<file path="src/design/csm_pkg.sv">
// Shared types, constants and decode functions for the CSI subcarrier magnitude block.
package csm_pkg;

	localparam int CARRIERS  = 64;
	localparam int FRAC_BITS = 8;

	localparam int IDX_W  = 6;
	localparam int MASK_W = 64;
	localparam int CHAR_W = 64;
	localparam int MAG_W  = 24;
	localparam int PART_W = 16;
	localparam int ABS_W  = 16;
	localparam int SUM_W  = 2 * ABS_W;
	localparam int RAD_W  = SUM_W + 2 * FRAC_BITS;
	localparam int ROOT_W = RAD_W / 2;
	localparam int STEP_W = $clog2(ROOT_W + 1);
	localparam int SAT_W  = ((ROOT_W > MAG_W) ? ROOT_W : MAG_W) + 1;

	localparam logic [MASK_W-1:0] MASK_RESET   = 64'hFFFF_FFF0_1FFF_FFFE;
	localparam logic [MASK_W-1:0] CARRIER_MASK = (64'd1 << CARRIERS) - 64'd1;
	localparam logic [IDX_W-1:0]  LAST_IDX     = IDX_W'(CARRIERS - 1);
	localparam logic [MAG_W-1:0]  MAG_MAX      = '1;

	typedef enum logic [2:0] {
		ST_IDLE,
		ST_SQ_RE,
		ST_SQ_IM,
		ST_LOAD,
		ST_ROOT,
		ST_DONE
	} state_t;

	typedef struct packed {
		logic             start;
		logic [RAD_W-1:0] radicand;
	} root_req_t;

	typedef struct packed {
		logic              done;
		logic [ROOT_W-1:0] root;
	} root_rsp_t;

	// Returns {valid, nibble} for one ASCII character.
	function automatic logic [4:0] hex_nibble(input logic [7:0] c);
		logic [4:0] r;
		r = 5'd0;
		if (c >= 8'h30 && c <= 8'h39) begin
			r = {1'b1, 4'(c - 8'h30)};
		end else if (c >= 8'h61 && c <= 8'h66) begin
			r = {1'b1, 4'(c - 8'h57)};
		end else if (c >= 8'h41 && c <= 8'h46) begin
			r = {1'b1, 4'(c - 8'h37)};
		end
		return r;
	endfunction

	// Decodes four characters with swapped byte pairs; returns {valid, value}.
	function automatic logic [PART_W:0] part_decode(input logic [31:0] chars);
		logic [4:0] n0;
		logic [4:0] n1;
		logic [4:0] n2;
		logic [4:0] n3;
		n0 = hex_nibble(chars[7:0]);
		n1 = hex_nibble(chars[15:8]);
		n2 = hex_nibble(chars[23:16]);
		n3 = hex_nibble(chars[31:24]);
		return {n0[4] & n1[4] & n2[4] & n3[4], n2[3:0], n3[3:0], n0[3:0], n1[3:0]};
	endfunction

	// Magnitude of a two's complement value; the most negative value maps to 2^15.
	function automatic logic [ABS_W-1:0] abs_part(input logic [PART_W-1:0] v);
		return v[PART_W-1] ? ABS_W'(~v + 1'b1) : ABS_W'(v);
	endfunction

endpackage

</file>
<file path="src/design/csi_subcarrier_magnitude.sv">
// Top level: CSI subcarrier decode, mask selection and magnitude sequencer.
//
// Input channel: hex_chars with in_valid/in_stall. One transaction is one
// subcarrier; subcarrier indexes count up from 0 and wrap after CARRIERS-1,
// which also restarts the feature index.
// Output channel: magnitude, feature_index, subcarrier_index, bad_digit and
// last_feature with out_valid/out_stall. Only subcarriers whose keep_mask bit
// is set produce a transaction; others are absorbed in the accepting cycle.
// Configuration: keep_mask with cfg_valid/cfg_ready, taken while idle.
// A kept subcarrier with valid digits passes through the shared 16x16
// squarer (real part, then imaginary part), a load state, the bit-serial
// square root, a state that sees it finish and the output register. A
// subcarrier with a bad digit skips the arithmetic and goes straight to the
// output state.
// One kept subcarrier is in work at a time; in_stall stays high while an
// item is in work. The output register lets the next item be accepted
// while a result waits; if out_stall holds, the finished result waits in the
// sequencer until the register is free.
// Reset clears the counters and the output valid flag, and restores keep_mask to
// its default of subcarriers 1-28 and 36-63.
module csi_subcarrier_magnitude
	import csm_pkg::*;
(
	input  logic              clk,
	input  logic              arst_n,
	input  logic              in_valid,
	output logic              in_stall,
	input  logic [CHAR_W-1:0] hex_chars,
	output logic              out_valid,
	input  logic              out_stall,
	output logic [MAG_W-1:0]  magnitude,
	output logic [IDX_W-1:0]  feature_index,
	output logic [IDX_W-1:0]  subcarrier_index,
	output logic              bad_digit,
	output logic              last_feature,
	input  logic              cfg_valid,
	output logic              cfg_ready,
	input  logic [MASK_W-1:0] keep_mask
);

	state_t              state_q;
	state_t              state_d;

	logic [MASK_W-1:0]   keep_mask_q;
	logic [IDX_W-1:0]    carrier_count_q;
	logic [IDX_W-1:0]    kept_count_q;

	logic [ABS_W-1:0]    are_q;
	logic [ABS_W-1:0]    aim_q;
	logic [SUM_W-1:0]    sum_q;
	logic [IDX_W-1:0]    idx_q;
	logic [IDX_W-1:0]    feat_q;
	logic                bad_q;
	logic                last_q;

	logic                out_valid_q;
	logic [MAG_W-1:0]    magnitude_q;
	logic [IDX_W-1:0]    feature_index_q;
	logic [IDX_W-1:0]    subcarrier_index_q;
	logic                bad_digit_q;
	logic                last_feature_q;

	logic                in_accept;
	logic                kept;
	logic [PART_W:0]     re_dec;
	logic [PART_W:0]     im_dec;
	logic                chars_ok;
	logic [MASK_W-1:0]   higher;
	logic [ABS_W-1:0]    mul_op;
	logic [SUM_W-1:0]    product;
	logic                out_free;
	logic                out_load;
	logic [SAT_W-1:0]    root_ext;
	logic [MAG_W-1:0]    mag_sat;

	root_req_t           root_req;
	root_rsp_t           root_rsp;

	assign in_accept = in_valid && !in_stall;
	assign kept      = keep_mask_q[carrier_count_q];
	assign re_dec    = part_decode(hex_chars[31:0]);
	assign im_dec    = part_decode(hex_chars[63:32]);
	assign chars_ok  = re_dec[PART_W] && im_dec[PART_W];

	// Kept subcarriers strictly above the current index and below CARRIERS.
	assign higher = keep_mask_q & CARRIER_MASK & ~((64'd2 << carrier_count_q) - 64'd1);

	// The one squarer serves the real part first, then the imaginary part.
	assign mul_op  = (state_q == ST_SQ_RE) ? are_q : aim_q;
	assign product = SUM_W'(mul_op) * SUM_W'(mul_op);

	assign root_req.start    = (state_q == ST_LOAD);
	assign root_req.radicand = RAD_W'(sum_q) << (2 * FRAC_BITS);

	assign root_ext = SAT_W'(root_rsp.root);
	assign mag_sat  = (root_ext > SAT_W'(MAG_MAX)) ? MAG_MAX : MAG_W'(root_rsp.root);

	assign out_free = !out_valid_q || !out_stall;

	csm_root u_root (
		.clk    (clk),
		.arst_n (arst_n),
		.req    (root_req),
		.rsp    (root_rsp)
	);

	always_comb begin
		state_d   = state_q;
		in_stall  = 1'b1;
		cfg_ready = 1'b0;
		out_load  = 1'b0;
		unique case (state_q)
			ST_IDLE: begin
				in_stall  = 1'b0;
				cfg_ready = 1'b1;
				if (in_valid && kept) begin
					state_d = chars_ok ? ST_SQ_RE : ST_DONE;
				end
			end
			ST_SQ_RE: begin
				state_d = ST_SQ_IM;
			end
			ST_SQ_IM: begin
				state_d = ST_LOAD;
			end
			ST_LOAD: begin
				state_d = ST_ROOT;
			end
			ST_ROOT: begin
				if (root_rsp.done) begin
					state_d = ST_DONE;
				end
			end
			ST_DONE: begin
				if (out_free) begin
					out_load = 1'b1;
					state_d  = ST_IDLE;
				end
			end
			default: begin
				state_d = ST_IDLE;
			end
		endcase
	end

	always_ff @(posedge clk or negedge arst_n) begin
		if (!arst_n) begin
			state_q         <= ST_IDLE;
			keep_mask_q     <= MASK_RESET;
			carrier_count_q <= '0;
			kept_count_q    <= '0;
			out_valid_q     <= 1'b0;
		end else begin
			state_q <= state_d;
			if (cfg_valid && cfg_ready) begin
				keep_mask_q <= keep_mask;
			end
			if (in_accept) begin
				if (carrier_count_q == LAST_IDX) begin
					carrier_count_q <= '0;
					kept_count_q    <= '0;
				end else begin
					carrier_count_q <= carrier_count_q + 1'b1;
					if (kept) begin
						kept_count_q <= kept_count_q + 1'b1;
					end
				end
			end
			if (out_load) begin
				out_valid_q <= 1'b1;
			end else if (!out_stall) begin
				out_valid_q <= 1'b0;
			end
		end
	end

	always_ff @(posedge clk) begin
		if (in_accept) begin
			are_q  <= abs_part(re_dec[PART_W-1:0]);
			aim_q  <= abs_part(im_dec[PART_W-1:0]);
			idx_q  <= carrier_count_q;
			feat_q <= kept_count_q;
			bad_q  <= !chars_ok;
			last_q <= (higher == '0);
		end
		if (state_q == ST_SQ_RE) begin
			sum_q <= product;
		end else if (state_q == ST_SQ_IM) begin
			sum_q <= sum_q + product;
		end
		if (out_load) begin
			magnitude_q        <= bad_q ? '0 : mag_sat;
			feature_index_q    <= feat_q;
			subcarrier_index_q <= idx_q;
			bad_digit_q        <= bad_q;
			last_feature_q     <= last_q;
		end
	end

	assign out_valid        = out_valid_q;
	assign magnitude        = magnitude_q;
	assign feature_index    = feature_index_q;
	assign subcarrier_index = subcarrier_index_q;
	assign bad_digit        = bad_digit_q;
	assign last_feature     = last_feature_q;

endmodule

</file>
<file path="src/design/csm_root.sv">
// Restoring integer square root, one result bit per cycle.
module csm_root
	import csm_pkg::*;
(
	input  logic      clk,
	input  logic      arst_n,
	input  root_req_t req,
	output root_rsp_t rsp
);

	logic [RAD_W-1:0]    rad_q;
	logic [ROOT_W+1:0]   rem_q;
	logic [ROOT_W-1:0]   root_q;
	logic [STEP_W-1:0]   cnt_q;
	logic                done_q;

	logic [ROOT_W+1:0]   shifted;
	logic [ROOT_W+1:0]   trial;
	logic                fits;

	// Bring down the next two radicand bits and try appending a one to the root.
	assign shifted = {rem_q[ROOT_W-1:0], rad_q[RAD_W-1 -: 2]};
	assign trial   = {root_q, 2'b01};
	assign fits    = shifted >= trial;

	always_ff @(posedge clk or negedge arst_n) begin
		if (!arst_n) begin
			cnt_q  <= '0;
			done_q <= 1'b0;
		end else begin
			done_q <= 1'b0;
			if (req.start) begin
				cnt_q <= STEP_W'(ROOT_W);
			end else if (cnt_q != '0) begin
				cnt_q <= cnt_q - 1'b1;
				if (cnt_q == STEP_W'(1)) begin
					done_q <= 1'b1;
				end
			end
		end
	end

	always_ff @(posedge clk) begin
		if (req.start) begin
			rad_q  <= req.radicand;
			rem_q  <= '0;
			root_q <= '0;
		end else if (cnt_q != '0) begin
			rad_q <= rad_q << 2;
			if (fits) begin
				rem_q  <= shifted - trial;
				root_q <= {root_q[ROOT_W-2:0], 1'b1};
			end else begin
				rem_q  <= shifted;
				root_q <= {root_q[ROOT_W-2:0], 1'b0};
			end
		end
	end

	assign rsp.done = done_q;
	assign rsp.root = root_q;

endmodule
</file>
<file path="config.mk">
export PLATFORM = sky130hd
export DESIGN_NAME = csi_subcarrier_magnitude
export DESIGN_NICKNAME = d
export VERILOG_FILES = /design/src/design/csm_pkg.sv /design/src/design/csi_subcarrier_magnitude.sv /design/src/design/csm_root.sv
export SDC_FILE = /design/constraint.sdc
export NUM_CORES = 1
export LEC_CHECK = 0
export BUFFER_PORTS_ARGS = -buffer_cell sky130_fd_sc_hd__buf_2
export CORE_MARGIN = 2
export CORE_UTILIZATION = 61
export DETAILED_ROUTE_END_ITERATION = 8
export PLACE_DENSITY = 0.8
export SLEW_MARGIN = 40
export SYNTH_ARGS = -nofsm -noshare
export SYNTH_HDL_FRONTEND = slang
export SYNTH_SLANG_ARGS = --single-unit
</file>
<file path="constraint.sdc">
create_clock -name clk -period 10.75 [get_ports clk]
set_clock_uncertainty 0.1 [all_clocks]
set_input_delay 0.5375 -clock clk [delete_from_list [all_inputs] [get_ports clk]]
set_output_delay 0.5375 -clock clk [all_outputs]
set_load 0.01 [all_outputs]
</file>
# Word-level counts from Yosys, hierarchy flattened
# Cells that the tools add are included.
# op_classes
multipliers	1
eq_ne	11
reduce_logical	40
n_mux	55
bitwise	10
n_div	0
add_sub_neg	32
magnitude_cmp	51
n_shift	1
# ops
cell	count
5-bit 2-to-1 mux	26
8-bit by 7-bit >= comparator with 1-bit output (second input constant)	16
8-bit by 7-bit less-or-equal comparator with 1-bit output (second input constant)	16
48-bit 2-to-1 mux	2
64-bit AND	1
8-bit by 6-bit >= comparator with 1-bit output (second input constant)	8
8-bit by 6-bit less-or-equal comparator with 1-bit output (second input constant)	8
64-bit zero test	1
32-bit 2-to-1 mux	2
64-bit inverter	1
2-bit by 6-bit << shifter with 64-bit output (first input constant)	1
4-bit by 3-bit subtractor with 4-bit output (second input constant)	16
64-bit by 1-bit subtractor with 64-bit output (second input constant)	1
24-bit 2-to-1 mux	2
16-bit by 1-bit adder with 16-bit output (second input constant)	2
32-bit adder	1
16-bit by 16-bit multiplier with 32-bit output	1
16-bit inverter	2
4-bit by 1-bit subtractor with 4-bit output (second input constant)	8
15-bit 2-to-1 mux	2
1-bit logical AND	28
26-bit >= comparator	1
24-bit greater-than comparator (second input constant)	1
24-bit subtractor	1
other kinds (24)	53
# word_totals
word_cells	225
latchBits	0
n_memories	0
ramBits	0
mem_bits_ro	0
regBits	282

# Logic depth before layout (Yosys ltp)
# logic_depth
depth_word	12
mapped_depth	42

# By module
# Synthesis repeated with hierarchy kept, for this count alone.
# unflattened
cells_unflattened	2815
hier_area_um2	26505.4
# by_module_without_submodules
mod	instances	cells_per_inst	area_per_inst_um2	seq_area_each_um2
csi_subcarrier_magnitude	1	2254	20977.6	5555.3
csm_root	1	561	5527.8	2552.4

# Worst setup path before layout
# Ideal clock, no wire load.
# synth_path
kind	register -> register
from	reg state_q[2]
to	reg sum_q[30] (data pin)
path_stages_with_launch	39
arrival_time_ns	9.049
path_slack_ns	1.341
setup_time_ns	0.260
n_path_buf	4
path_cell_list	dfrtp_1 clkbuf_1 or2_2 clkbuf_1 buf_1 mux2i_1 clkinv_1 nand2_1 inv_1 fa_1 inv_1 fa_1 inv_1 fa_1 inv_1 fa_1 inv_1 fa_1 [3 not listed] ha_1 o211ai_1 a31oi_1 o21ai_0 a31oi_1 o21a_1 nor2_1 xnor2_1 ha_1 clkbuf_1 nand4_1 or3_1 o21ai_0 nor2_1 o211a_1 o311ai_0 xor2_1 mux2_2
# synth_via
elab_chain_len	6
# synth_lines
item	line_no	rtl
start, declared	csi_subcarrier_magnitude.sv:41	state_t state_q;
start signal, assigned	csi_subcarrier_magnitude.sv:154	state_q <= state_d;
3-bit by 1-bit == test with 1-bit output *	csi_subcarrier_magnitude.sv:89, csi_subcarrier_magnitude.sv:186	
16-bit 2-to-1 mux	csi_subcarrier_magnitude.sv:89	assign mul_op = (state_q == ST_SQ_RE) ? are_q : aim_q;
16-bit by 16-bit multiplier with 32-bit output	csi_subcarrier_magnitude.sv:90	assign product = SUM_W'(mul_op) * SUM_W'(mul_op);
32-bit adder	csi_subcarrier_magnitude.sv:189	sum_q <= sum_q + product;
32-bit 2-to-1 mux	csi_subcarrier_magnitude.sv:188	end else if (state_q == ST_SQ_IM) begin
32-bit 2-to-1 mux *	csi_subcarrier_magnitude.sv:186	if (state_q == ST_SQ_RE) begin
end signal, assigned	csi_subcarrier_magnitude.sv:187	sum_q <= product;
end signal, assigned	csi_subcarrier_magnitude.sv:189	
end, declared	csi_subcarrier_magnitude.sv:50	logic [SUM_W-1:0] sum_q;
# Every way passes the cells marked *; elsewhere a longest branch is shown, timed or not. The select of a mux whose other input is x is not followed.
# A chain may end at the register's enable or synchronous reset.

# Worst setup path in the final report
# layout_path
from	reg state_q[1]
to	reg sum_q[30] (data pin)
# The elaborated chain is that of the path after synthesis.

==> impl.org <==
** Outcome
- The run finished with clean final reports.

** STA
- RSZ-0062 raised after global routing :: false
- In this run the tightest slew margin relative to its limit is 46.22%.
- The worst path uses 93.18% of the clock period.
- Timing would allow up to 99.84 MHz.
- The final number of max-transition violations is 0.
- At the pin with the least slew margin, the transition time is 784.2 ps.
- Setup TNS after final layout :: 0 ps
- Setup violations remaining at the end of the flow were counted as 0.
- The number of failing hold endpoints at the final stage was 0.
- Fin crit period :: 10020 ps

** GRT
- Remaining global-route overflow :: 0
- The first global-routing pass estimated 106800 um of wire.
- Entering global routing, the biggest net connects 68 pins.
- Across every metal layer, demand over resource in global routing totals 30.55%.
- Number of antenna violations at the first check in global routing :: 1
- The number of global-route vias before repair is 20506.

** Placed design
- HPWL after DPL :: 51450 um
- At the end of routability-driven placement, the weighted congestion stood at 0.9775.
- Quantity of I/O buffers inserted on ports :: 173
- After detailed placement, the total cell area comes to 26770 um^2.

** Final layout
- Most common cell after layout, fill and taps aside :: sky130_fd_sc_hd__nand2_1
- The post-route netlist has 15.31% of its cells at a drive strength greater than 1.
- Commonest cells after routing, fill and taps aside :: sky130_fd_sc_hd__nand2_1 (368), sky130_fd_sc_hd__inv_1 (308), sky130_fd_sc_hd__nor2_1 (259)
- With fillers left out, the area of the finished cells amounts to 27870 um^2.
- Count of nets after finishing :: 3404
- Across the whole layout, storage elements account for 7627 um^2.
- Filler Cells Inserted :: 3226
- Area growth, synth to finish :: 10.31%
- The multi-input combinational cells in the finished layout cover a total of 16080 um^2.

** CTS
- In this run the number of H-tree levels came out at 1.
- Number of buffers inserted by post-CTS setup repair :: 0
- Clock root buffer master :: sky130_fd_sc_hd__clkbuf_16
- The number of hold buffers added after CTS was 1.
- TritonCTS built the clock tree.
- The number of gates resized after CTS was 0.
- Clock latency on the worst-skew pair, taken at its later pin, is 590 ps.
- Clock sink count :: 282
- Maximum root-to-sink buffer count :: 3
- Inserted Clock Buffers :: 30
- Clock-pin slew was measured on the worst setup and hold paths at 60 ps.

** Synthesis
- In the synthesized netlist the dominant register cell turns out to be sky130_fd_sc_hd__edfxtp_1.
- When the netlist entered floorplanning its net count stood at 3261.
- For this run, the number of Yosys warnings is 0.
- Fraction of synthesis flops using an asynchronous set or reset pin :: 30.50%
- The mapped netlist covers 25270 um^2.
- In this run the mean area of a mapped cell was 9.115 um^2.
- Synthesis instantiated 99 different standard cells from the library.
- Counting flops with a built-in enable in the synthesized netlist gives 148.
- Sequential cells were found to cover 30.19% of the synthesized design area.
- Counting every instance in the synthesized netlist gives 2772.
- In this run, synthesis produced a sequential element count of 282.

** Critical path
- Required time at the worst-slack endpoint :: 10990 ps
- At the worst endpoint, the arrival time is 10260 ps.
- In this run the worst path has a maximum fanout of 39.
- Cell seen most often among critical-path stages :: sky130_fd_sc_hd__fa_1
- On the worst path, the slowest cell contributes a delay of 730 ps.
- Critical path start-end classification :: register to register
- STA classifies the critical path endpoint as a register.
- The slowest stage of the critical path is the sky130_fd_sc_hd__mux2i_1 cell.
- Element type at the critical path start :: register

** Detailed routing
- Router iterations before antenna repair :: 8
- Drt initial violations :: 1598
- DRT antenna net count :: 0
- Average wire per standard cell :: 19.22 um
- Dividing the detail-routed via count by the number of cells gives 6.011.
- Wires add up to 66740 um.
- Via total after detailed routing :: 20869
- For this run, design rule violations remaining after detail routing come to 0.

** Die
- Once the floorplan was initialized, standard cells occupied 61.88% of the core.
- Chip width :: 207.5 um
- Die Ht :: 207.5 um
- In this run the count of I/O pins placed on the die edge is 174.
- The floorplan has 74 rows.
- The region available for standard cell placement spans 40830 um^2.
- The die covers 43060 um^2.

** Hold path
- Type of the tightest min-delay check :: input port to register

** Job
- Max-cap violations in this run came to 0.
area by class of cell:
cell class                 instances  area share [%]
multi-input combinational       2071           57.71
tap                              532           2.388
timing repair buffer             214           4.382
antenna                            1        0.008979
clock inverter                    15          0.5836
clock buffer                      41           3.291
sequential                       282           27.37
inverter                         316           4.265
logic make-up after synthesis:
group	count (synthesis)	synth area share, %
xor gates and xnor gates	128	4.437
AOI/OAI and AO/OA	587	14.86
muxes	110	5.725
adders and majority gates	356	22.41
and+or+nand+nor	890	15.95
DFF	282	30.19
buffers and inverters	419	6.433
stage by stage:
| stage | hold slack, ps | setup WS [ps] | instances | util (%) |
|---|---|---|---|---|
| 2_1_floorplan | 141.9 | 1341 | 2772 | - |
| 3_3_place_gp | 307.0 | 1152 | 3409 | 65.32 |
| 3_5_place_dp | 304.5 | 859.3 | 3414 | 65.57 |
| 4_1_cts | 50.93 | 839.3 | 3471 | 68.24 |
| 5_1_grt | 78.64 | 223.4 | 3472 | 68.25 |
| 6_report | 73.92 | 733.6 | 3472 | 68.25 |
flip-flops by register name, summed over array words and instances, names as in the netlist, 3 cells and up:
register          count
aim_q                16
are_q                16
carrier_count_q       6
feat_q                6
feature_index         6
idx_q                 6
keep_mask_q          64
kept_count_q          6
magnitude            24
state_q               3
subcarrier_index      6
sum_q                32
u_root.cnt_q          5
u_root.rad_q         32
u_root.rem_q         24
u_root.root_q        24
cells in the mapped netlist, types with 11 or more instances:
cell type                  number  area [um^2]
sky130_fd_sc_hd__dfrtp_1       30        750.7
sky130_fd_sc_hd__xnor2_1       74        648.1
sky130_fd_sc_hd__a211oi_1      15        112.6
sky130_fd_sc_hd__nand3_1       57        285.3
sky130_fd_sc_hd__nand2_1      368         1381
sky130_fd_sc_hd__o21bai_1      23        172.7
sky130_fd_sc_hd__dfstp_2       56         1471
sky130_fd_sc_hd__nor2_1       260        975.9
sky130_fd_sc_hd__o21a_1        17        127.6
sky130_fd_sc_hd__o21ai_0      139        695.7
sky130_fd_sc_hd__inv_1        309         1160
sky130_fd_sc_hd__dfxtp_1       48        960.9
sky130_fd_sc_hd__nand4_1       22        137.6
sky130_fd_sc_hd__o22ai_1       11        68.82
sky130_fd_sc_hd__buf_2         14        70.07
sky130_fd_sc_hd__ha_1         195         2440
sky130_fd_sc_hd__clkbuf_1      75        281.5
sky130_fd_sc_hd__fa_1         161         3223
sky130_fd_sc_hd__mux2i_1       23        230.2
sky130_fd_sc_hd__nor2b_1       21        131.4
sky130_fd_sc_hd__a31oi_1       15        93.84
sky130_fd_sc_hd__xor2_1        54        473.0
sky130_fd_sc_hd__or3_1         12        75.07
sky130_fd_sc_hd__o31ai_1       16        120.1
sky130_fd_sc_hd__mux4_2        21        473.0
sky130_fd_sc_hd__and3_1        12        75.07
sky130_fd_sc_hd__a21o_1        33        247.7
sky130_fd_sc_hd__nor4_1        15        93.84
sky130_fd_sc_hd__a21oi_1      184        920.9
sky130_fd_sc_hd__and2_1        16        100.1
sky130_fd_sc_hd__edfxtp_1     148         4444
sky130_fd_sc_hd__mux2_2        66        743.2
sky130_fd_sc_hd__nand2b_1      18        112.6
sky130_fd_sc_hd__o211ai_1      27        202.7
sky130_fd_sc_hd__nor3_1        30        150.1
metal layers:
layer	global-route usage [%]	wire (um)	vias up
met5	0	0	-
met4	9.212	1950	0
met3	5.477	4979	131
met2	50.06	31550	843
met1	41.61	28260	10032
li1	-	-	9863
worst max-delay path: cells and delay by family, from the launching register on:
| family | cells | cell delay [ps] |
|---|---|---|
| AOI/OAI and AO/OA | 10 | 2120 |
| adders and majority gates | 8 | 3820 |
| muxes | 2 | 1010 |
| xor gates and xnor gates | 2 | 390 |
| and+or+nand+nor | 4 | 1200 |
| buffers and inverters | 5 | 670 |
| DFF | 1 | 430 |
final timing paths:
path	slack, ps	cells past startpoint	end	from
max	730	31	sum_q[30]	state_q[1]
min reg2reg	320	0	subcarrier_index[0]	idx_q[0]
max in group asynchronous	9210	3	keep_mask_q[37]	arst_n
max reg2reg	730	31	sum_q[30]	state_q[1]
min	70	3	keep_mask_q[1]	keep_mask[1]
min in group asynchronous	400	2	keep_mask_q[0]	arst_n
Power is not shown: default switching activity piles up to over one toggle a cycle in this logic, so the estimate is an artifact.
